===== src/hdl/sbrc_pkg.sv =====
// Package for the sixteen-bit register CPU step block.
// Holds word widths, memory sizes, opcodes, request codes, sequencer states and the
// structs that pass between the top level, the sequencer and the two memories.
package sbrc_pkg;

	localparam int WORD_W    = 16;
	localparam int MEM_WORDS = 65536;
	localparam int MEM_AW    = $clog2(MEM_WORDS);
	localparam int REG_COUNT = 16;
	localparam int RF_AW     = $clog2(REG_COUNT);

	localparam logic [MEM_AW-1:0] MEM_LAST = MEM_AW'(MEM_WORDS - 1);

	// Jump condition bits of the instruction word.
	localparam logic [WORD_W-1:0] COND_NZ = 16'b0000100000000000;
	localparam logic [WORD_W-1:0] COND_EQ = 16'b0000010000000000;
	localparam logic [WORD_W-1:0] COND_GT = 16'b0000001000000000;
	localparam logic [WORD_W-1:0] COND_LT = 16'b0000000100000000;

	typedef enum logic [1:0] {
		REQ_WRITE = 2'd0,
		REQ_READ  = 2'd1,
		REQ_EXEC  = 2'd2
	} req_kind_t;

	typedef enum logic [3:0] {
		OP_JMP = 4'd0,
		OP_LDI = 4'd1,
		OP_LDM = 4'd2,
		OP_STM = 4'd3,
		OP_LDP = 4'd4,
		OP_STP = 4'd5,
		OP_MOV = 4'd6,
		OP_ADD = 4'd7,
		OP_AND = 4'd8,
		OP_IOR = 4'd9,
		OP_XOR = 4'd10,
		OP_NOT = 4'd11,
		OP_SHL = 4'd12,
		OP_SHR = 4'd13,
		OP_INC = 4'd14,
		OP_DEC = 4'd15
	} op_t;

	typedef enum logic [2:0] {
		S_IDLE,
		S_RD,
		S_OPR,
		S_WB,
		S_FETCH
	} seq_state_t;

	typedef struct packed {
		logic [1:0]        req_type;
		logic [WORD_W-1:0] mem_addr;
		logic [WORD_W-1:0] mem_data;
	} req_t;

	typedef struct packed {
		logic [WORD_W-1:0] read_data;
		logic [WORD_W-1:0] program_counter;
		logic              halted;
	} rsp_t;

	typedef struct packed {
		logic              en;
		logic              we;
		logic [MEM_AW-1:0] addr;
		logic [WORD_W-1:0] wdata;
	} mem_req_t;

	typedef struct packed {
		logic              rd_en;
		logic [RF_AW-1:0]  ra_addr;
		logic [RF_AW-1:0]  rb_addr;
		logic              we;
		logic [RF_AW-1:0]  wa;
		logic [WORD_W-1:0] wd;
	} rf_req_t;

	// From the top level to the sequencer.
	typedef struct packed {
		logic req_v;
		req_t req;
		logic out_free;
	} feed_t;

	// From the sequencer to the top level.
	typedef struct packed {
		logic take;
		logic done;
		rsp_t rsp;
	} ack_t;

endpackage


===== src/hdl/sbrc_rf.sv =====
// Register file: sixteen words, two registered read ports and one write port.
// A valid bit per entry makes never-written registers read as zero after reset.
// Depends on sbrc_pkg.
module sbrc_rf import sbrc_pkg::*; (
	input  logic              clk,
	input  logic              arst_n,
	input  rf_req_t           rf,
	output logic [WORD_W-1:0] ra_data,
	output logic [WORD_W-1:0] rb_data
);

	logic [WORD_W-1:0]    regs_q [REG_COUNT];
	logic [REG_COUNT-1:0] vld_q;
	logic [WORD_W-1:0]    ra_q;
	logic [WORD_W-1:0]    rb_q;

	always_ff @(posedge clk or negedge arst_n) begin
		if (!arst_n) begin
			vld_q <= '0;
		end else if (rf.we) begin
			vld_q[rf.wa] <= 1'b1;
		end
	end

	always_ff @(posedge clk) begin
		if (rf.we) begin
			regs_q[rf.wa] <= rf.wd;
		end
	end

	always_ff @(posedge clk) begin
		if (rf.rd_en) begin
			ra_q <= vld_q[rf.ra_addr] ? regs_q[rf.ra_addr] : '0;
			rb_q <= vld_q[rf.rb_addr] ? regs_q[rf.rb_addr] : '0;
		end
	end

	assign ra_data = ra_q;
	assign rb_data = rb_q;

endmodule


===== config.mk =====
export PLATFORM = sky130hd
export DESIGN_NAME = sbrc_rf
export DESIGN_NICKNAME = d
export VERILOG_FILES = /design/src/hdl/sbrc_pkg.sv /design/src/hdl/sbrc_rf.sv
export SDC_FILE = /design/constraint.sdc
export NUM_CORES = 1
export LEC_CHECK = 0
export BUFFER_PORTS_ARGS = -buffer_cell sky130_fd_sc_hd__buf_2
export CAP_MARGIN = 10
export CELL_PAD_IN_SITES_DETAIL_PLACEMENT = 2
export CELL_PAD_IN_SITES_GLOBAL_PLACEMENT = 2
export CORE_MARGIN = 8
export CORE_UTILIZATION = 25
export CTS_BUF_LIST = sky130_fd_sc_hd__clkbuf_16
export DETAILED_ROUTE_END_ITERATION = 10
export PLACE_DENSITY = 0.45
export SLEW_MARGIN = 20
export SYNTH_ARGS = -nofsm -noshare
export SYNTH_HDL_FRONTEND = slang
export SYNTH_SLANG_ARGS = --single-unit

===== constraint.sdc =====
create_clock -name clk -period 4.45 [get_ports clk]
set_input_delay 0.6675 -clock clk [delete_from_list [all_inputs] [get_ports clk]]
set_output_delay 0.6675 -clock clk [all_outputs]
set_load 0.005 [all_outputs]

---- Word-level counts from Yosys, hierarchy flattened ----
Memories as Yosys holds them, arrays and structs flattened. A register that Yosys moved wholly into a read port is not among the register bits.
Index checks and enable logic that the tools add are counted.
storage, ports and cells
  flip-flop bits (word level) ............. 16
  RAM bits ................................ 256
  input bits .............................. 32
  output and inout bits ................... 32
  word-level logic and storage cells ...... 18
  memories ................................ 1
memories
  memory  depth  width  read ports  clocked after memory_dff  write ports  line           source
  regs_q  16     16     2           2                         1            sbrc_rf.sv:12  logic [WORD_W-1:0] regs_q [REG_COUNT];
cells by class
  $lt $le $gt $ge ......................... 4
  muxes and demuxes ....................... 8
  bitwise gates (word level) .............. 1
  reduce and logical (&&, ||, !) cells .... 3
operators by type and width
  cell                  number
  $or A16 B16 Y16       1
  $lt A4 B5 Y1 const B  3
  $bmux W1 S4           2
  $mux W1               5
  $demux W1 S4          1
  $ge A4 B1 Y1 const B  1
  $logic_not A1 Y1      2
  $logic_and A1 B1 Y1   1

---- Depth between registers and ports, before layout ----
  depth in word-level cells ............... 5
  mapped depth ............................ 6
  depth with buffers taken out ............ 4

---- Worst setup path before layout ----
No wires, ideal clock.
  path type ............................... input to register
  start ................................... input port rf[18] (netlist name)
  end ..................................... memory regs_q[0][0], enable pin
  data arrival time ....................... 2.343 ns
  path slack .............................. 1.697 ns
  stages .................................. 2
  path buffers ............................ 0
  path through ............................ or3b_2 nor3_1
RTL lines
  element          line           source
  start, declared  sbrc_rf.sv:7   input rf_req_t rf,
  end, declared    sbrc_rf.sv:12
Straight into the memory's write port.

---- Worst setup path after layout ----
  start ................................... input port rf[21] (netlist name)
  end ..................................... register rb_q[4], in the netlist rb_data[4] (read register of regs_q), data pin
between the ends
  cells in the longest elaborated chain, start to end .. 3
RTL lines
  element                            line           source
  $bmux W1 S4                        sbrc_rf.sv:34  rb_q <= vld_q[rf.rb_addr] ? regs_q[rf.rb_addr] : '0;
  $mux W1 (not written as such)      sbrc_rf.sv:34
  $logic_not A1 Y1 (no source line)  n/a
  end, declared                      sbrc_rf.sv:15  logic [WORD_W-1:0] rb_q;
Parallel ways exist; a longest one is shown, timed or not. The select of a mux whose other input is x is not followed.
A chain may end at the register's enable or synchronous reset.

==> results.sh <==
export IMPL_hp_class="input port to asynchronous set/reset pin"
export IMPL_ir_drop_mv=0.211
export IMPL_synthCells=635
export IMPL_route_detailed_drc=0
export IMPL_powerDensity_nw_per_um2=425
export IMPL_avgViaCountPerCell=4.97
export IMPL_post_route_period_util=0.543
export IMPL_synth_seq_area_share=0.673
export IMPL_slowest_delay_ns=0.61
export IMPL_wl_per_cell_microns=31.4
export IMPL_vias=7085
export IMPL_cts_sinks=304
export IMPL_postRouteAntennaNets=0
export IMPL_crit_path_end_kind="register"
export IMPL_total_power_mw=6.67
export IMPL_h_tree_depth=2
export IMPL_fin_nets=738
export IMPL_yosysWarnings=0
export IMPL_layout_common_cells="edfxtp_1, mux4_2, a22oi_1"
export IMPL_grt_busiest_layer="met2"
export IMPL_hold_viol=0
export IMPL_dieHeight_microns=248
export IMPL_met1_usage=0.186
export IMPL_synth_area_sq_um=13400
export IMPL_numCtsBuffers=37
export IMPL_start_util=0.251
export IMPL_clkLatencyLatePin_ns=0.54
export IMPL_place_gp_congestion=0.714
export IMPL_worst_slack_ns=2.03
export IMPL_dp_hpwl_microns=24900
export IMPL_slowest_stage="mux4_2"
export IMPL_grt_pass1_wl_microns=63100
export IMPL_fin_skew_ns=0.0166
export IMPL_reg2reg_setup_slack_ns=2.41
export IMPL_cts_repair_resized=0
export IMPL_areaGrowthSynthToFinish_pct=16.7
export IMPL_die_area_sq_um=61500
export IMPL_worst_pin_slew_ns=1.06
export IMPL_rsz0062_at_grt="false"
export IMPL_met3_usage=0.0239
export IMPL_track_usage=0.148
export IMPL_postSynthNetCount=667
export IMPL_drt_iter0_drc=450
export IMPL_post_cts_setup_buffers=0
export IMPL_syn_mean_instance_area_sq_um=21.2
export IMPL_startpoint_type="input port"
export IMPL_cts_root_buf="clkbuf_16"
export IMPL_final_common_cell="edfxtp_1"
export IMPL_grt_pass1_vias=8332
export IMPL_slew_viol_final=0
export IMPL_antenna_found_initial=4
export IMPL_port_buffers=63
export IMPL_drv_cap=0
export IMPL_ff2ff_path_depth=4
export IMPL_tritoncts="built"
export IMPL_ys_seq_elements=304
export IMPL_fmax_mhz=414
export IMPL_worstPathCellList="buf_4 -> mux4_2 -> a22o_4 -> nor2_8 -> a21oi_1"
export IMPL_critPathKind="input port to register"
export IMPL_finalSetupTns_ns=0
export IMPL_synth_cell_types=25
export IMPL_relSlewSlack=0.288
export IMPL_dp_slack_ns=1.38
export IMPL_outcome="finished, final reports clean"
export IMPL_drive_above_1_share=0.431
export IMPL_rows=85
export IMPL_grt_max_degree=45
export IMPL_clk_pin_slew_worst_paths_ns=0.06
export IMPL_critical_path_max_fanout=29
export IMPL_globalRouteOverflowTotal=0
export IMPL_io_pins=64
export IMPL_hold_buffers=0
export IMPL_use_met2=0.260
export IMPL_clockBufferDepth=3
export IMPL_p_leak_nw=4.89
export IMPL_required_ns=4.72
export IMPL_critPathArrivalTime_ns=2.68
export IMPL_die_w_microns=248
export IMPL_setup_viol=0
export IMPL_firstDrtPassIters=5
export IMPL_fin_crit_ns=2.42
export IMPL_finalWirelength_microns=44800
export IMPL_core_sq_um=53500
## power breakdown
group | switching [mW] | total [mW] | internal, mW | leakage [nW]
logic | 0.352 | 0.612 | 0.260 | 1.52
registers | 0.0645 | 3.32 | 3.26 | 2.80
clock network | 1.17 | 2.74 | 1.57 | 0.569
total | 1.59 | 6.67 | 5.08 | 4.89
## layout make-up
type	instances	area [sq um]
fillers	5330	37800
multi-input cells	285	4230
flip-flops and latches	304	9050
diodes	1	2.50
clock buffers	39	976
clock inverters	23	100
repair buffers	78	470
well taps	696	871
## synth_stat cells (all sizes together)
| library cell | count | share of area |
|---|---|---|
| edfxtp | 288 | 0.64 |
| mux4 | 136 | 0.23 |
| a22oi | 64 | 0.036 |
| buf | 34 | 0.020 |
| a21oi | 32 | 0.015 |
| dfrtp | 16 | 0.030 |
| nor2 | 16 | 0.0069 |
| or2 | 16 | 0.0074 |
| clkbuf | 12 | 0.0033 |
| a22o | 4 | 0.0039 |
| nor2b | 4 | 0.0019 |
| nor3 | 4 | 0.0015 |
| and2 | 2 | 0.00093 |
| nand2b | 2 | 0.00093 |
| nand3b | 2 | 0.0011 |
| nand2 | 1 | 0.00028 |
| nand3 | 1 | 0.00037 |
| or3b | 1 | 0.00065 |
## per-stage QoR
step           instance area [sq um]  instances  hold slack [ns]   util
6_report                       15700       1426           0.0485  0.293
5_1_grt                        15700       1425           0.0538  0.293
4_1_cts                        15700       1425           0.0210  0.293
3_5_place_dp                   14600       1363            0.487  0.273
3_3_place_gp                   14600       1363            0.474  0.273
2_1_floorplan                  13400        635            0.372      -
## routing by layer
layer  wire length (microns)  vias to the layer above
met5                       0                        -
met3                    1690                       66
met2                   23200                      175
met1                   18800                     3928
li1                        -                     2916
met4                    1090                        0
## path summary, 6_finish.rpt
path | startpoint | endpoint
max | rf[21] | rb_data[4]
min | arst_n | vld_q[2]
max reg2reg | vld_q[13] | rb_data[4]
min reg2reg | vld_q[5] | vld_q[5]
max in group asynchronous | arst_n | vld_q[14]
min in group clk | rf[3] | regs_q[6][3]
## flip-flops by register name (all words and copies together), names as in the netlist
signal / count
ra_data: 16
rb_data: 16
regs_q: 256
vld_q: 16
## critical path, delay by kind of cell
family	cells	cell delay, ns
muxes	1	0.61
and+or+nand+nor	1	0.48
buffers and inverters	1	0.51
AOI/OAI and AO/OA	2	0.38
## logic make-up (layout without fill, tap and decap cells)
kind of cell | count (synthesis) | after routing | synth area share
DFF | 304 | 304 | 0.673
other | 0 | 1 | 0
muxes | 136 | 136 | 0.228
buffers and inverters | 46 | 140 | 0.0232
and+or+nand+nor | 49 | 49 | 0.0220
AOI/OAI and AO/OA | 100 | 100 | 0.0543
Note: power is estimated with default switching activity, not from simulation.
