## config.mk

```make
export PLATFORM = sky130hd
export DESIGN_NAME = sbrc_seq
export DESIGN_NICKNAME = d
export VERILOG_FILES = /design/src/hdl/sbrc_pkg.sv /design/src/hdl/sbrc_seq.sv
export SDC_FILE = /design/constraint.sdc
export NUM_CORES = 1
export LEC_CHECK = 0
export ABC_CLOCK_PERIOD_IN_PS = 5100
export BUFFER_PORTS_ARGS = -buffer_cell sky130_fd_sc_hd__buf_2
export CAP_MARGIN = 15
export CORE_ASPECT_RATIO = 1.2
export CORE_MARGIN = 3
export CORE_UTILIZATION = 40
export CTS_BUF_LIST = sky130_fd_sc_hd__clkbuf_4 sky130_fd_sc_hd__clkbuf_8
export DETAILED_ROUTE_END_ITERATION = 12
export PLACE_DENSITY = 0.59
export SLEW_MARGIN = 5
export SYNTH_ARGS = -nofsm -noshare
export SYNTH_HDL_FRONTEND = slang
export SYNTH_SLANG_ARGS = --single-unit
export TNS_END_PERCENT = 20
```

## constraint.sdc

```tcl
create_clock -name clk -period 5.1 [get_ports clk]
set_input_delay 0.765 -clock clk [delete_from_list [all_inputs] [get_ports clk]]
set_output_delay 0.765 -clock clk [all_outputs]
set_load 0.02 [all_outputs]
```

## src/hdl/sbrc_pkg.sv

```systemverilog
// Package for the sixteen-bit register CPU step block.
// Holds word widths, memory sizes, opcodes, request codes, sequencer states and the
// structs that pass between the top level, the sequencer and the two memories.
package sbrc_pkg;

	localparam int WORD_W    = 16;
	localparam int MEM_WORDS = 65536;
	localparam int MEM_AW    = $clog2(MEM_WORDS);
	localparam int REG_COUNT = 16;
	localparam int RF_AW     = $clog2(REG_COUNT);

	localparam logic [MEM_AW-1:0] MEM_LAST = MEM_AW'(MEM_WORDS - 1);

	// Jump condition bits of the instruction word.
	localparam logic [WORD_W-1:0] COND_NZ = 16'b0000100000000000;
	localparam logic [WORD_W-1:0] COND_EQ = 16'b0000010000000000;
	localparam logic [WORD_W-1:0] COND_GT = 16'b0000001000000000;
	localparam logic [WORD_W-1:0] COND_LT = 16'b0000000100000000;

	typedef enum logic [1:0] {
		REQ_WRITE = 2'd0,
		REQ_READ  = 2'd1,
		REQ_EXEC  = 2'd2
	} req_kind_t;

	typedef enum logic [3:0] {
		OP_JMP = 4'd0,
		OP_LDI = 4'd1,
		OP_LDM = 4'd2,
		OP_STM = 4'd3,
		OP_LDP = 4'd4,
		OP_STP = 4'd5,
		OP_MOV = 4'd6,
		OP_ADD = 4'd7,
		OP_AND = 4'd8,
		OP_IOR = 4'd9,
		OP_XOR = 4'd10,
		OP_NOT = 4'd11,
		OP_SHL = 4'd12,
		OP_SHR = 4'd13,
		OP_INC = 4'd14,
		OP_DEC = 4'd15
	} op_t;

	typedef enum logic [2:0] {
		S_IDLE,
		S_RD,
		S_OPR,
		S_WB,
		S_FETCH
	} seq_state_t;

	typedef struct packed {
		logic [1:0]        req_type;
		logic [WORD_W-1:0] mem_addr;
		logic [WORD_W-1:0] mem_data;
	} req_t;

	typedef struct packed {
		logic [WORD_W-1:0] read_data;
		logic [WORD_W-1:0] program_counter;
		logic              halted;
	} rsp_t;

	typedef struct packed {
		logic              en;
		logic              we;
		logic [MEM_AW-1:0] addr;
		logic [WORD_W-1:0] wdata;
	} mem_req_t;

	typedef struct packed {
		logic              rd_en;
		logic [RF_AW-1:0]  ra_addr;
		logic [RF_AW-1:0]  rb_addr;
		logic              we;
		logic [RF_AW-1:0]  wa;
		logic [WORD_W-1:0] wd;
	} rf_req_t;

	// From the top level to the sequencer.
	typedef struct packed {
		logic req_v;
		req_t req;
		logic out_free;
	} feed_t;

	// From the sequencer to the top level.
	typedef struct packed {
		logic take;
		logic done;
		rsp_t rsp;
	} ack_t;

endpackage

```

## src/hdl/sbrc_seq.sv

```systemverilog
// Sequencer of the CPU step block: runs one request at a time against the
// main memory and the register file, keeps the program counter and a copy of
// the word at the program counter. Depends on sbrc_pkg.
module sbrc_seq import sbrc_pkg::*; (
	input  logic              clk,
	input  logic              arst_n,
	input  feed_t             feed,
	output ack_t              ack,
	output mem_req_t          mem,
	input  logic [WORD_W-1:0] mem_rdata,
	output rf_req_t           rf,
	input  logic [WORD_W-1:0] ra_data,
	input  logic [WORD_W-1:0] rb_data
);

	seq_state_t state_q, state_d;

	logic [WORD_W-1:0] pc_q;
	logic [WORD_W-1:0] cur_q;
	logic [WORD_W-1:0] npc_q;
	logic [WORD_W-1:0] res_q;
	logic              wr_q;
	logic              load_q;
	logic [RF_AW-1:0]  dst_q;

	op_t               op;
	logic [RF_AW-1:0]  f_d, f_a, f_b;
	logic [WORD_W-1:0] pc1, pc2;
	logic              jmp_take;
	logic [WORD_W-1:0] x_npc;
	logic [WORD_W-1:0] x_res;
	logic              x_wr;
	logic              x_load;
	logic              addr_hit;
	logic              cur_zero;

	assign op       = op_t'(cur_q[15:12]);
	assign f_d      = cur_q[11:8];
	assign f_a      = cur_q[7:4];
	assign f_b      = cur_q[3:0];
	assign pc1      = pc_q + WORD_W'(1);
	assign pc2      = pc_q + WORD_W'(2);
	assign cur_zero = (cur_q == '0);
	assign addr_hit = (feed.req.mem_addr[MEM_AW-1:0] == pc_q[MEM_AW-1:0]);

	// Operands are valid in S_OPR: W from the memory, R[A] and R[B] or R[D]
	// from the register file.
	always_comb begin
		jmp_take = (((cur_q & COND_NZ) != '0) && (ra_data != '0))
			|| (((cur_q & COND_EQ) != '0) && (ra_data == rb_data))
			|| (((cur_q & COND_GT) != '0) && (ra_data > rb_data))
			|| (((cur_q & COND_LT) != '0) && (ra_data < rb_data));
		x_npc  = pc1;
		x_res  = '0;
		x_wr   = 1'b0;
		x_load = 1'b0;
		case (op)
			OP_JMP: begin
				x_npc = jmp_take ? mem_rdata : pc2;
			end
			OP_LDI: begin
				x_npc = pc2;
				x_res = mem_rdata;
				x_wr  = 1'b1;
			end
			OP_LDM: begin
				x_npc  = pc2;
				x_wr   = 1'b1;
				x_load = 1'b1;
			end
			OP_STM: begin
				x_npc = pc2;
			end
			OP_LDP: begin
				x_wr   = 1'b1;
				x_load = 1'b1;
			end
			OP_STP: begin
				x_wr = 1'b0;
			end
			OP_MOV: begin
				x_res = ra_data;
				x_wr  = 1'b1;
			end
			OP_ADD: begin
				x_res = ra_data + rb_data;
				x_wr  = 1'b1;
			end
			OP_AND: begin
				x_res = ra_data & rb_data;
				x_wr  = 1'b1;
			end
			OP_IOR: begin
				x_res = ra_data | rb_data;
				x_wr  = 1'b1;
			end
			OP_XOR: begin
				x_res = ra_data ^ rb_data;
				x_wr  = 1'b1;
			end
			OP_NOT: begin
				x_res = ~ra_data;
				x_wr  = 1'b1;
			end
			OP_SHL: begin
				x_res = {ra_data[WORD_W-2:0], 1'b0};
				x_wr  = 1'b1;
			end
			OP_SHR: begin
				x_res = {1'b0, ra_data[WORD_W-1:1]};
				x_wr  = 1'b1;
			end
			OP_INC: begin
				x_res = ra_data + WORD_W'(1);
				x_wr  = 1'b1;
			end
			default: begin
				x_res = ra_data - WORD_W'(1);
				x_wr  = 1'b1;
			end
		endcase
	end

	always_comb begin
		state_d = state_q;
		case (state_q)
			S_IDLE: begin
				if (feed.req_v) begin
					if (feed.req.req_type == REQ_READ) begin
						state_d = S_RD;
					end else if (feed.req.req_type == REQ_EXEC && !cur_zero) begin
						state_d = S_OPR;
					end
				end
			end
			S_RD: begin
				if (feed.out_free) begin
					state_d = S_IDLE;
				end
			end
			S_OPR: begin
				state_d = S_WB;
			end
			S_WB: begin
				state_d = S_FETCH;
			end
			S_FETCH: begin
				if (feed.out_free) begin
					state_d = S_IDLE;
				end
			end
			default: begin
				state_d = S_IDLE;
			end
		endcase
	end

	always_comb begin
		ack                     = '0;
		ack.rsp.program_counter = pc_q;
		ack.rsp.halted          = cur_zero;
		mem                     = '0;
		rf                      = '0;
		rf.ra_addr              = f_a;
		rf.rb_addr              = (op == OP_STP) ? f_d : f_b;
		rf.wa                   = dst_q;
		rf.wd                   = load_q ? mem_rdata : res_q;
		case (state_q)
			S_IDLE: begin
				if (feed.req_v) begin
					case (feed.req.req_type)
						REQ_WRITE: begin
							if (feed.out_free) begin
								ack.take       = 1'b1;
								ack.done       = 1'b1;
								mem.en         = 1'b1;
								mem.we         = 1'b1;
								mem.addr       = feed.req.mem_addr[MEM_AW-1:0];
								mem.wdata      = feed.req.mem_data;
								ack.rsp.halted = addr_hit ? (feed.req.mem_data == '0)
									: cur_zero;
							end
						end
						REQ_READ: begin
							ack.take = 1'b1;
							mem.en   = 1'b1;
							mem.addr = feed.req.mem_addr[MEM_AW-1:0];
						end
						REQ_EXEC: begin
							if (cur_zero) begin
								ack.take = feed.out_free;
								ack.done = feed.out_free;
							end else begin
								ack.take = 1'b1;
								mem.en   = 1'b1;
								mem.addr = pc1[MEM_AW-1:0];
								rf.rd_en = 1'b1;
							end
						end
						default: begin
							ack.take = feed.out_free;
							ack.done = feed.out_free;
						end
					endcase
				end
			end
			S_RD: begin
				ack.done          = feed.out_free;
				ack.rsp.read_data = mem_rdata;
			end
			S_OPR: begin
				case (op)
					OP_LDM: begin
						mem.en   = 1'b1;
						mem.addr = mem_rdata[MEM_AW-1:0];
					end
					OP_STM: begin
						mem.en    = 1'b1;
						mem.we    = 1'b1;
						mem.addr  = mem_rdata[MEM_AW-1:0];
						mem.wdata = ra_data;
					end
					OP_LDP: begin
						mem.en   = 1'b1;
						mem.addr = ra_data[MEM_AW-1:0];
					end
					OP_STP: begin
						mem.en    = 1'b1;
						mem.we    = 1'b1;
						mem.addr  = ra_data[MEM_AW-1:0];
						mem.wdata = rb_data;
					end
					default: begin
						mem.en = 1'b0;
					end
				endcase
			end
			S_WB: begin
				rf.we    = wr_q;
				mem.en   = 1'b1;
				mem.addr = npc_q[MEM_AW-1:0];
			end
			S_FETCH: begin
				ack.done       = feed.out_free;
				ack.rsp.halted = (mem_rdata == '0);
			end
			default: begin
				ack.done = 1'b0;
			end
		endcase
	end

	always_ff @(posedge clk or negedge arst_n) begin
		if (!arst_n) begin
			state_q <= S_IDLE;
			pc_q    <= '0;
			cur_q   <= '0;
		end else begin
			state_q <= state_d;
			if (state_q == S_WB) begin
				pc_q <= npc_q;
			end
			// Keep the copy of the word at the program counter coherent.
			if (state_q == S_IDLE && ack.done && feed.req.req_type == REQ_WRITE
				&& addr_hit) begin
				cur_q <= feed.req.mem_data;
			end else if (state_q == S_FETCH && feed.out_free) begin
				cur_q <= mem_rdata;
			end
		end
	end

	always_ff @(posedge clk) begin
		if (state_q == S_OPR) begin
			npc_q  <= x_npc;
			res_q  <= x_res;
			wr_q   <= x_wr;
			load_q <= x_load;
			dst_q  <= f_d;
		end
	end

	a_done_needs_room: assert property (@(posedge clk) disable iff (!arst_n)
		ack.done |-> feed.out_free)
		else $error("result produced while the output register is full");

	a_take_needs_request: assert property (@(posedge clk) disable iff (!arst_n)
		ack.take |-> feed.req_v)
		else $error("request taken from an empty input buffer");

	a_rf_port_exclusive: assert property (@(posedge clk) disable iff (!arst_n)
		!(rf.we && rf.rd_en))
		else $error("register file written and read in the same cycle");

	a_pc_moves_in_wb: assert property (@(posedge clk) disable iff (!arst_n)
		(state_q != S_WB) |=> $stable(pc_q))
		else $error("program counter changed outside writeback");

endmodule

```

Yosys cells after proc, flatten, opt, wreduce, memory -nomap -nowiden
Cells that the tools add are included.
{ "word_totals": {"ff_bits": 73, "inputBits": 86, "output_inout_bits": 99, "elab_cells": 123} }
{ "classes": {"addsub": 5, "order_cmp": 2, "n_eq_ne": 25, "mux": 48, "n_bitwise": 4, "n_reduce_logical": 31} }
{ "ops": {"columns": ["operator", "count"], "rows": [
  ["$pmux 16 s11", 1],
  ["$pmux 16 s2", 4],
  ["$mux 16", 7],
  ["$pmux 16 s3", 2],
  ["$mux 34", 2],
  ["$logic_not 16->1", 3],
  ["$add 16x1->16 const B", 2],
  ["$eq 16x16->1", 2],
  ["$eq 4x4->1 const B", 7],
  ["$mux 1", 17],
  ["$add 16x16->16", 1],
  ["$add 16x2->16 const B", 1],
  ["$and 16x16->16", 1],
  ["$eq 4x3->1 const B", 4],
  ["$gt 16x16->1", 1],
  ["$lt 16x16->1", 1],
  ["$not 16->16", 1],
  ["$or 16x16->16", 1],
  ["$reduce_bool 16->1", 1],
  ["$sub 16x1->16 const B", 1],
  ["$xor 16x16->16", 1],
  ["$mux 3", 4],
  ["$pmux 1 s3", 4],
  ["$pmux 3 s4", 1],
  ["other kinds (25)", 45]
]} }

Logic depth before layout (Yosys ltp)
Gate-level depths: netlist (run 1).
{ "depth": {"word_depth": 9, "depth_mapped": 14, "mapped_depth_nobuf": 11} }

Least setup slack after synthesis (run 1)
No wires, ideal clock.
{ "synth_timing": {"kind": "input to register", "startpoint": "input ra_data[13]", "endpoint": "register npc_q[11], data pin", "setup_ns": 0.260, "arrival_ns": 2.983, "path_slack_ns": 1.858, "path_stages": 10, "n_path_buf": 1, "cell_sequence": "clkbuf_1 -> inv_1 -> ha_1 -> nor2_1 -> a221oi_1 -> o21bai_1 -> nor4_1 -> mux2_2 -> nand2_1 -> mux2_2"} }
{ "synth_via": {"elab_chain_cells": 7, "elab_cells_between_ends": 13, "cone_classes": "order compare (2); eq/ne (1); mux (2); reduce/logical (8)"} }
{ "synth_lines": {"columns": ["element", "line_no", "source"], "rows": [
  ["start, declared", "sbrc_seq.sv:12", "input logic [WORD_W-1:0] ra_data,"],
  ["branches (longest 4 deep; another with $gt 16x16->1)", null, null],
  ["$logic_or 1x1->1 (*)", "sbrc_seq.sv:52", "|| (((cur_q & COND_LT) != '0) && (ra_data < rb_data));"],
  ["$mux 16 (*)", "sbrc_seq.sv:59", "x_npc = jmp_take ? mem_rdata : pc2;"],
  ["$pmux 16 s2 (*)", "sbrc_seq.sv:57", "case (op)"],
  ["net x_npc[11]", "sbrc_seq.sv:30", "logic [WORD_W-1:0] x_npc;"],
  ["end signal, assigned", "sbrc_seq.sv:275", "npc_q <= x_npc;"],
  ["end, declared", "sbrc_seq.sv:20", "logic [WORD_W-1:0] npc_q;"]
]} }
Mark *: on every way through the listed nets, which the timed path passes.
A chain may end at the register's enable or synchronous reset.

Worst setup path after layout (run 1)
{ "layout_timing": {"startpoint": "register cur_q[13]", "endpoint": "register res_q[8], data pin"} }
{ "layout_via": {"elab_chain_cells": 3, "elab_cells_between_ends": 17, "cone_classes": "eq/ne (14); mux (1); reduce/logical (2)"} }
{ "layout_lines": {"columns": ["element", "line_no", "source"], "rows": [
  ["start, declared", "sbrc_seq.sv:19", "logic [WORD_W-1:0] cur_q;"],
  ["start signal, assigned", "sbrc_seq.sv:266", "cur_q <= feed.req.mem_data;"],
  ["start signal, assigned", "sbrc_seq.sv:268", "cur_q <= mem_rdata;"],
  ["$eq 4x3->1, or another cell as far along", "sbrc_seq.sv:57", null],
  ["$reduce_or 5->1 (no source line)", null, null],
  ["$pmux 16 s11 (*)", "sbrc_seq.sv:57", null],
  ["net x_res[8]", "sbrc_seq.sv:31", "logic [WORD_W-1:0] x_res;"],
  ["end signal, assigned", "sbrc_seq.sv:276", "res_q <= x_res;"],
  ["end, declared", "sbrc_seq.sv:21", "logic [WORD_W-1:0] res_q;"]
]} }
Mark *: on every way through the listed nets, which the timed path passes. The rest lies on a longest branch.

==> results of run 1 <==
-- metal layers --
| metal | global-route usage | share of wire | vias to the layer above | wire length, microns |
|---|---|---|---|---|
| met3 | 0.0446 | 0.077 | 86 | 2400 |
| met1 | 0.376 | 0.40 | 3973 | 12600 |
| met2 | 0.461 | 0.47 | 429 | 14700 |
| li1 | - | - | 3847 | - |
| met4 | 0.138 | 0.048 | 2 | 1490 |
| met5 | 0 | 0.00042 | - | 13 |
-- registers in the layout (all words and copies together), names as in the netlist --
name,flops
res_q,16
pc_q,16
load_q,1
dst_q,4
cur_q,16
npc_q,16
wr_q,1
state_q,3
-- power by group through the flow --
| stage | Clock (mW) | Combinational (mW) | Sequential (mW) |
|---|---|---|---|
| detailed placement | 0 | 2.77 | 1.40 |
| floorplan | 0 | 2.02 | 1.24 |
| finish | 0.545 | 2.81 | 1.40 |
| global route | 0.574 | 3.04 | 1.44 |
| CTS | 0.547 | 2.78 | 1.39 |
| global placement | 0 | 2.78 | 1.39 |
-- layout by cell type, fill, tap and decap left out, types with 17 or more instances in the layout --
cell type | netlist | final
edfxtp_1 | 38 | 38
nand3_1 | 24 | 24
a22oi_1 | 54 | 54
a31oi_1 | 18 | 18
mux2_2 | 23 | 23
ha_1 | 69 | 69
buf_2 | 7 | 184
xor2_1 | 18 | 18
nand2_1 | 109 | 109
xnor2_1 | 34 | 34
nor4_1 | 21 | 21
inv_1 | 47 | 47
and2_1 | 28 | 28
o221ai_1 | 18 | 18
o21a_1 | 17 | 17
nor2_1 | 84 | 84
o21ai_0 | 52 | 52
a221oi_1 | 27 | 27
a21oi_1 | 38 | 38
dfrtp_1 | 35 | 35
-- area by class of cell --
class	count	area, sq um	area share
clock buffers	9	124	0.0136
clock inverters	7	92.6	0.0102
inverters	47	176	0.0194
multi-input cells	774	5320	0.585
flip-flops and latches	73	2020	0.222
well taps	256	320	0.0353
repair buffers	199	1040	0.114
-- logic make-up after synthesis --
logic type	after synthesis	synth area share
and+or+nand+nor	331	0.204
buffers and inverters	125	0.0640
AOI/OAI and AO/OA	296	0.267
muxes	25	0.0357
adders and majority gates	70	0.113
DFF	73	0.258
xor gates and xnor gates	52	0.0582
-- worst max-delay path, cell delays in order, from the launching register on --
cell	delay [ps]
dfrtp_1	640
nand4b_1	560
nand2b_1	340
ha_1	210
fa_1	430
a211oi_1	330
o21bai_1	120
a21oi_1	340
nor2b_1	80
o21ai_0	180
mux2_2	360
o211ai_1	160
-- worst min path at each step --
stage                         from              endpoint  slack, ps
2_1_floorplan   npc_q[0]$_DFFE_PP_   pc_q[0]$_DFFE_PN0N_        430
3_3_place_gp    npc_q[9]$_DFFE_PP_   pc_q[9]$_DFFE_PN0N_        450
3_5_place_dp    npc_q[2]$_DFFE_PP_   pc_q[2]$_DFFE_PN0N_        450
4_1_cts         npc_q[2]$_DFFE_PP_   pc_q[2]$_DFFE_PN0N_        470
5_1_grt        npc_q[13]$_DFFE_PP_  pc_q[13]$_DFFE_PN0N_        500
6_report        npc_q[2]$_DFFE_PP_   pc_q[2]$_DFFE_PN0N_        470
==> impl_metrics.yaml, run 1 <==
clock_network:
  htreeDepth: 3
  cts_repair_resize_count: 0
  insertion_delay_ps: 390
  clkTransAtPathRegs_ps: 90
  cts_setup_buffers: 0
  numCtsBuffers: 9
  cts_sinks: 73
  cts_tree: "done"
  cts_hold_buf: 0
  clockBufferDepth: 2
  cts_root_buffer: "clkbuf_8"
sta:
  timing.final.ws_setup_ps: 1210
  finalCritPeriodShare: 0.763
  final-max-slew-violation-count: 0
  slew_headroom: 0.242
  fin_skew_ps: 11.6
  grt_setup_unrepaired: "false"
  hold_viol_final: 0
  tns_ps: 0
  tightest_slew_ps: 1130
  fin_crit_ps: 3890
  whs_ps: 469
  finalSetupViolCount: 0
  fmax_ghz: 0.257
power:
  switching_share: 0.510
  power_mw: 4.75
  combPwrFrac: 0.591
  pwr-share-clk: 0.115
  internal_power_mw: 2.33
  peakVddDrop_v: 0.000209
  p_leak_nw: 4.04
  switching_power_mw: 2.42
  p_per_area_nw_per_um2: 523
  p_seq_frac: 0.294
placement:
  dp_cells: 1348
  portBuffers: 184
  dpl_cell_area_sq_um: 8850
  gp_congestion: 0.940
  place_ws_ps: 1290
  dp_hpwl_mm: 23.2
logic_synthesis:
  syn-mean-instance-area_sq_um: 8.05
  synth_commonest_cells: "nand2_1, nor2_1, ha_1"
  synth-warning-count: 0
  ys_async_sr_fraction: 0.479
  synth_area_leader_cell: "edfxtp_1"
  synth.yosys.seq_area_share: 0.258
  synth_top_cell_area_share: 0.146
  synth_edf_count: 38
  synth_seq_cells: 73
  netlist_instances: 972
  synthDistinctLibCells: 64
  netlist_area_sq_um: 7820
  yosysMostFrequentCell: "nand2_1"
  yosys-top-cells-area: "edfxtp_1, dfrtp_1, ha_1"
  synth_fp_nets: 1128
  ys.flop_type: "edfxtp_1"
floorplanning:
  fp.dieW_microns: 134
  fp-row-count: 55
  core-area_sq_um: 19100
  start_util: 0.410
  die-area_sq_um: 21300
  num_io_pins: 185
  die-height_microns: 159
drt:
  viasPerCell: 6.11
  drt_wl_total_mm: 31.2
  vias: 8337
  first_iter_violations: 784
  dr.pass1.iters: 7
  drc: 0
  wl_per_cell_microns: 22.8
  postRouteAntennaNets: 0
global_route:
  grt-ovfl-total: 0
  groute.usage.overall: 0.287
  antenna_found_initial: 1
  grt_pass1_vias: 8013
  grt_max_degree: 36
  grt_pass1_wl_mm: 47.7
min_path:
  min_path_type: "reg2reg"
  min_path_cells: 2
critical_path:
  ff2ff_path_depth: 11
  start_kind: "flip-flop"
  r2r-start: "cur_q[13]$_DFFE_PN0P_"
  crit_required_ps: 5330
  path_max_fanout: 14
  cp.arrival_ps: 4120
  end_kind: "flip-flop"
  r2r_setup_slack_ps: 1210
  endpoint: "res_q[8]$_DFFE_PP_"
  rr_endpoint: "res_q[8]$_DFFE_PP_"
  setup.worst_path.start: "cur_q[13]$_DFFE_PN0P_"
  crit_type: "reg2reg"
flow_run:
  maxCapViolations: 0
cells_and_area:
  area_delta_synth_final_pct: 16.1
  nets: 1260
  drive_above_1_share: 0.230
  finish.utilization: 0.477
  antennaDiodeCount: 0
  final_cells: 1365
  final_area_sq_um: 9080
  nFillCells: 1940
run_status:
  status: "finished clean"
Note: power is estimated with default switching activity, not from simulation.
==> inputs of run 2 (changes only) <==
--- a/config.mk
+++ b/config.mk
@@ -5,7 +5,8 @@
 export SDC_FILE = /design/constraint.sdc
 export NUM_CORES = 1
 export LEC_CHECK = 0
-export ABC_CLOCK_PERIOD_IN_PS = 5100
+export ABC_AREA = 1
+export ABC_CLOCK_PERIOD_IN_PS = 3750
 export BUFFER_PORTS_ARGS = -buffer_cell sky130_fd_sc_hd__buf_2
 export CAP_MARGIN = 15
 export CORE_ASPECT_RATIO = 1.2
==> constraint.sdc (replaced) <==
create_clock -name clk -period 3.75 [get_ports clk]
set_input_delay 0.5625 -clock clk [delete_from_list [all_inputs] [get_ports clk]]
set_output_delay 0.5625 -clock clk [all_outputs]
set_load 0.02 [all_outputs]
==> run 2 against run 1 <==
Wire length grew 4.1%. Sequential cell count stayed put. Global-route usage is 0.60 points higher. Cell count up 15%. Via count increased by 7.7%. Die area grew 1.9%. Largest cell class unchanged. Critical path type is now reg2out. Highest routed layer is now met4. Register-to-register slack worse by 530 ps. Non-clock buffer count decreased by 2.
==> impl_metrics.yaml, run 2 <==
cells_and_area:
  nets: 1465
  final_common_cell: "nand2_1"
  final_cell_mix: "nand2_1, buf_2, inv_1, nor2_1, nand3_1"
  antennaDiodeCount: 0
  final_cells: 1570
  nFillCells: 2031
  area_delta_synth_final_pct: 16.8
  drive_above_1_share: 0.179
  finish.utilization: 0.485
  final_area_sq_um: 9310
critical_path:
  crit_required_ps: 3190
  r2r-start: "cur_q[13]$_DFFE_PN0P_"
  setup.worst_path.start: "cur_q[14]$_DFFE_PN0P_"
  crit_type: "reg2out"
  r2r_setup_slack_ps: 680
  crit_path_max_incr_delay_ps: 470
  end_kind: "output port"
  cp.arrival_ps: 2800
  path_max_fanout: 17
  worst_path_max_delay_cell: "dfrtp_1"
  endpoint: "mem[31]"
  ff2ff_path_depth: 14
  path_cells: "nor2_2, inv_1, nor2_1, clkinv_1, o22ai_1, a21boi_0, o21ai_0, buf_2"
  start_kind: "flip-flop"
  rr_endpoint: "res_q[9]$_DFFE_PP_"
logic_synthesis:
  synth_top_cell_area_share: 0.143
  synth_edf_count: 38
  syn-mean-instance-area_sq_um: 6.93
  yosys-top-cells-area: "edfxtp_1, dfrtp_1, ha_1"
  synth.yosys.seq_area_share: 0.253
  synth_fp_nets: 1306
  synth_commonest_cells: "nand2_1, inv_1, nor2_1"
  synth_area_leader_cell: "edfxtp_1"
  synth-warning-count: 0
  netlist_area_sq_um: 7970
  yosysMostFrequentCell: "nand2_1"
  synthDistinctLibCells: 47
  ys_async_sr_fraction: 0.479
  synth_seq_cells: 73
  ys.flop_type: "edfxtp_1"
  netlist_instances: 1150
floorplanning:
  die-area_sq_um: 21700
  fp.dieW_microns: 135
  num_io_pins: 185
  fp-row-count: 55
  start_util: 0.415
  die-height_microns: 161
  core-area_sq_um: 19200
run_status:
  status: "finished clean"
sta:
  hold_viol_final: 0
  slew_headroom: 0.237
  fmax_ghz: 0.298
  finalSetupViolCount: 0
  tns_ps: 0
  timing.final.ws_setup_ps: 391
  finalCritPeriodShare: 0.896
  final-max-slew-violation-count: 0
  whs_ps: 283
  fin_skew_ps: 14.4
  fin_crit_ps: 3360
  grt_setup_unrepaired: "false"
  tightest_slew_ps: 1140
clock_network:
  htreeDepth: 3
  cts_sinks: 73
  cts_setup_buffers: 0
  cts_repair_resize_count: 0
  numCtsBuffers: 9
  cts_tree: "done"
  insertion_delay_ps: 380
  clockBufferDepth: 2
  clkTransAtPathRegs_ps: 100
  cts_root_buffer: "clkbuf_8"
  cts_hold_buf: 0
drt:
  dr.pass1.iters: 5
  viasPerCell: 5.72
  postRouteAntennaNets: 0
  drt_wl_total_mm: 32.4
  wl_per_cell_microns: 20.7
  vias: 8981
  drc: 0
  first_iter_violations: 781
power:
  p_per_area_nw_per_um2: 656
  peakVddDrop_v: 0.000266
  power_mw: 6.11
  p_leak_nw: 4.49
global_route:
  grt_pass1_wl_mm: 49.8
  grt_max_degree: 36
  grt-ovfl-total: 0
  antenna_found_initial: 0
  groute.usage.overall: 0.293
  grt_pass1_vias: 8673
placement:
  place_ws_ps: 453
  dpl_cell_area_sq_um: 9090
  dp_cells: 1554
  gp_congestion: 0.965
  dp_hpwl_mm: 25.3
  portBuffers: 184
flow_run:
  maxCapViolations: 0
min_path:
  min_path_type: "in2async"
[run 2: changes by cell type in the layout (fill, tap and decap cells not counted), moves of 23 or more]
cell,change
o22ai_1,+49
nor2_1,+27
nand3_1,+76
a22oi_1,-49
inv_1,+111
nand2_1,+103
mux2_2,-23
and2_1,-28
[run 2: where the power goes]
| part | internal (mW) | switching, mW | total (mW) |
|---|---|---|---|
| clock network | 0.400 | 0.360 | 0.760 |
| logic | 1.17 | 2.48 | 3.65 |
| registers | 1.32 | 0.376 | 1.69 |
[run 2: cell type report]
cell class / instances / area (sq um) / share of cell area
Clock buffer: 11 / 145 / 0.0156
Tap cell: 256 / 320 / 0.0344
Timing Repair Buffer: 197 / 1020 / 0.109
Multi-Input combinational cell: 863 / 5110 / 0.549
Clock inverter: 5 / 80.1 / 0.00860
Inverter: 165 / 619 / 0.0665
Sequential cell: 73 / 2020 / 0.217
[run 2: worst min path at each step]
stage / start / to / slack [ps] / depth (start not counted)
2_1_floorplan: arst_n / cur_q[0]$_DFFE_PN0P_ / 270 / 0
3_3_place_gp: npc_q[12]$_DFFE_PP_ / pc_q[12]$_DFFE_PN0N_ / 460 / 2
3_5_place_dp: npc_q[0]$_DFFE_PP_ / pc_q[0]$_DFFE_PN0N_ / 460 / 2
5_1_grt: arst_n / cur_q[4]$_DFFE_PN0P_ / 350 / 1
6_report: arst_n / pc_q[5]$_DFFE_PN0N_ / 280 / 1
4_1_cts: arst_n / cur_q[4]$_DFFE_PN0P_ / 310 / 1
[run 2: kinds of logic (layout without fill, tap and decap cells)]
logic type,count (synthesis),in the layout,synth area share
AO/OA/AOI/OAI,267,267,0.218
XOR/XNOR,49,49,0.0538
adder cells (fa/ha/maj),70,70,0.111
buffers and inverters,214,378,0.107
flip-flops,73,73,0.253
AND/OR/NAND/NOR,477,477,0.257
[run 2: layer usage]
layer  GRT usage  part of all wire
met1       0.378              0.41
met2       0.508              0.49
met3      0.0316             0.070
met4      0.0963             0.023
met5           0                 0
[run 2: worst max-delay path: cells and delay by family (launching register included)]
kind / cells / cell delay, ps
compound gates: 3 / 690
buf+inv: 3 / 880
flops: 1 / 470
simple gates: 2 / 370
==> inputs of run 3 (changes only) <==
==> constraint.sdc (replaced) <==
create_clock -name clk -period 3.75 [get_ports clk]
set_input_delay 0.5625 -clock clk [delete_from_list [all_inputs] [get_ports clk]]
set_output_delay 0.5625 -clock clk [all_outputs]
set_load 0.01 [all_outputs]
==> run 3 against run 2 <==
Core utilization is 0.098 points lower. Sequential power is essentially flat. Maximum frequency is 2.8% higher. First-iteration DRC count up 15%. Sequential share of layout area barely moved. Die area did not move. Wire length grew 1.0%. Sequential cell count is the same. Design area fell by 0.20%. Critical path depth increased by 6. Critical path type is now reg2reg. Highest routed layer unchanged.
==> impl_metrics.yaml, run 3 (synthesis gave the netlist of run 2 again) <==
critical_path:
  r2r-start: "cur_q[14]$_DFFE_PN0P_"
  path_max_fanout: 12
  worst_path_max_delay_cell: "dfrtp_1"
  rr_endpoint: "res_q[9]$_DFFE_PP_"
  r2r_setup_slack_ps: 480
  crit_required_ps: 3850
  ff2ff_path_depth: 14
  path_cells: "inv_1, nor2_1, nand2_1, o21ai_0, inv_1, ha_1, a21oi_1, nand2_1, a21boi_0, o21ai_0, nand2_1, nand2_1, o21ai_0, o21ai_0"
  end_kind: "flip-flop"
  crit_type: "reg2reg"
  setup.worst_path.start: "cur_q[14]$_DFFE_PN0P_"
  cp.arrival_ps: 3360
  cp_top_family: "compound AO/OA/AOI/OAI gates"
  start_kind: "flip-flop"
  path_buf_inv: 2
  crit_path_max_incr_delay_ps: 480
global_route:
  top_usage_layer: "met2"
  antenna_found_initial: 0
  grt-ovfl-total: 0
  grt_max_degree: 73
  gr-usage-met2: 0.507
  gr-usage-met3: 0.0251
  grt_pass1_vias: 8712
  grt_pass1_wl_mm: 50.1
  met1_usage: 0.389
  groute.usage.overall: 0.297
clock_network:
  cts_tree: "done"
  htreeDepth: 3
  clockBufferDepth: 2
  cts_sinks: 73
  cts_root_buffer: "clkbuf_8"
  cts_hold_buf: 0
  cts_repair_resize_count: 0
  clkTransAtPathRegs_ps: 100
  numCtsBuffers: 9
  insertion_delay_ps: 390
  cts_setup_buffers: 0
power:
  pwr-share-clk: 0.116
  combPwrFrac: 0.593
  switching_power_mw: 2.97
  switching_share: 0.514
  peakVddDrop_v: 0.000261
  p_leak_nw: 4.48
  p_seq_frac: 0.291
  internal_power_mw: 2.80
  p_per_area_nw_per_um2: 621
  power_mw: 5.77
floorplanning:
  fp.dieW_microns: 135
  start_util: 0.415
  core-area_sq_um: 19200
  num_io_pins: 185
  die-height_microns: 161
  die-area_sq_um: 21700
  fp-row-count: 55
sta:
  tightest_slew_ps: 1150
  tns_ps: 0
  timing.final.ws_setup_ps: 483
  finalSetupViolCount: 0
  hold_viol_final: 0
  fmax_ghz: 0.306
  finalCritPeriodShare: 0.871
  fin_crit_ps: 3270
  final-max-slew-violation-count: 0
  slew_headroom: 0.236
  grt_setup_unrepaired: "false"
  fin_skew_ps: 18.6
cells_and_area:
  antennaDiodeCount: 0
  area_delta_synth_final_pct: 16.5
  drive_above_1_share: 0.177
  final_cell_mix: "nand2_1, buf_2, inv_1, nor2_1, nand3_1"
  final_area_sq_um: 9290
  final_cells: 1570
  final_common_cell: "nand2_1"
  nets: 1465
  nFillCells: 2018
drt:
  vias: 9062
  postRouteAntennaNets: 0
  wl_per_cell_microns: 20.9
  drt_wl_total_mm: 32.8
  viasPerCell: 5.77
  drc: 0
  dr.pass1.iters: 6
  first_iter_violations: 898
min_path:
  min_path_type: "in2async"
placement:
  place_ws_ps: 429
  dp_hpwl_mm: 25.4
  dpl_cell_area_sq_um: 9100
  portBuffers: 184
  gp_congestion: 0.972
  dp_cells: 1554
flow_run:
  maxCapViolations: 0
run_status:
  status: "finished clean"
run 3: cell count changes in the layout (fill, tap and decap cells not counted):
cell,before,now
clkinv_4,0,1
bufinv_16,2,1
inv_6,0,1
clkbuf_4,1,0
buf_4,13,12
clkinv_1,5,7
clkinv_2,1,0
buf_12,0,1
clkbuf_8,10,9
run 3: area by class of cell:
cell class | count | area, sq um | area share
clock buffer | 9 | 124 | 0.0133
clock inverter | 7 | 70.1 | 0.00754
inverter | 165 | 619 | 0.0666
multi-input combinational | 863 | 5110 | 0.550
sequential | 73 | 2020 | 0.217
tap | 256 | 320 | 0.0345
timing repair buffer | 197 | 1030 | 0.111
run 3: power by group through the flow:
stage	Sequential, mW	Combinational [mW]	Clock, mW
2_1_floorplan	1.58	2.29	0
3_3_place_gp	1.69	3.38	0
3_5_place_dp	1.69	3.38	0
4_1_cts	1.68	3.39	0.675
5_1_grt	1.73	3.77	0.699
6_report	1.68	3.42	0.670
run 3: worst max path at each step:
stage | end | slack, ps | cells after the start
after floorplan | mem[17] | 790 | 6
after global placement | npc_q[13]$_DFFE_PP_ | 400 | 12
after detailed placement | npc_q[13]$_DFFE_PP_ | 430 | 14
after CTS | mem[16] | 560 | 9
after global routing | res_q[9]$_DFFE_PP_ | 220 | 14
final | res_q[9]$_DFFE_PP_ | 480 | 14
run 3: metal layers:
layer | routed length (microns) | up-vias | share of wire
met5 | 0 | - | 0
li1 | - | 4271 | -
met3 | 2410 | 79 | 0.073
met4 | 1120 | 0 | 0.034
met1 | 13400 | 4201 | 0.41
met2 | 15900 | 511 | 0.48
run 3: per-stage QoR:
stage / util / hold WS, ps
after CTS: 0.484 / 323
after detailed placement: 0.474 / 457
after floorplan: - / 267
after global placement: 0.474 / 459
final: 0.484 / 291
after global routing: 0.484 / 371
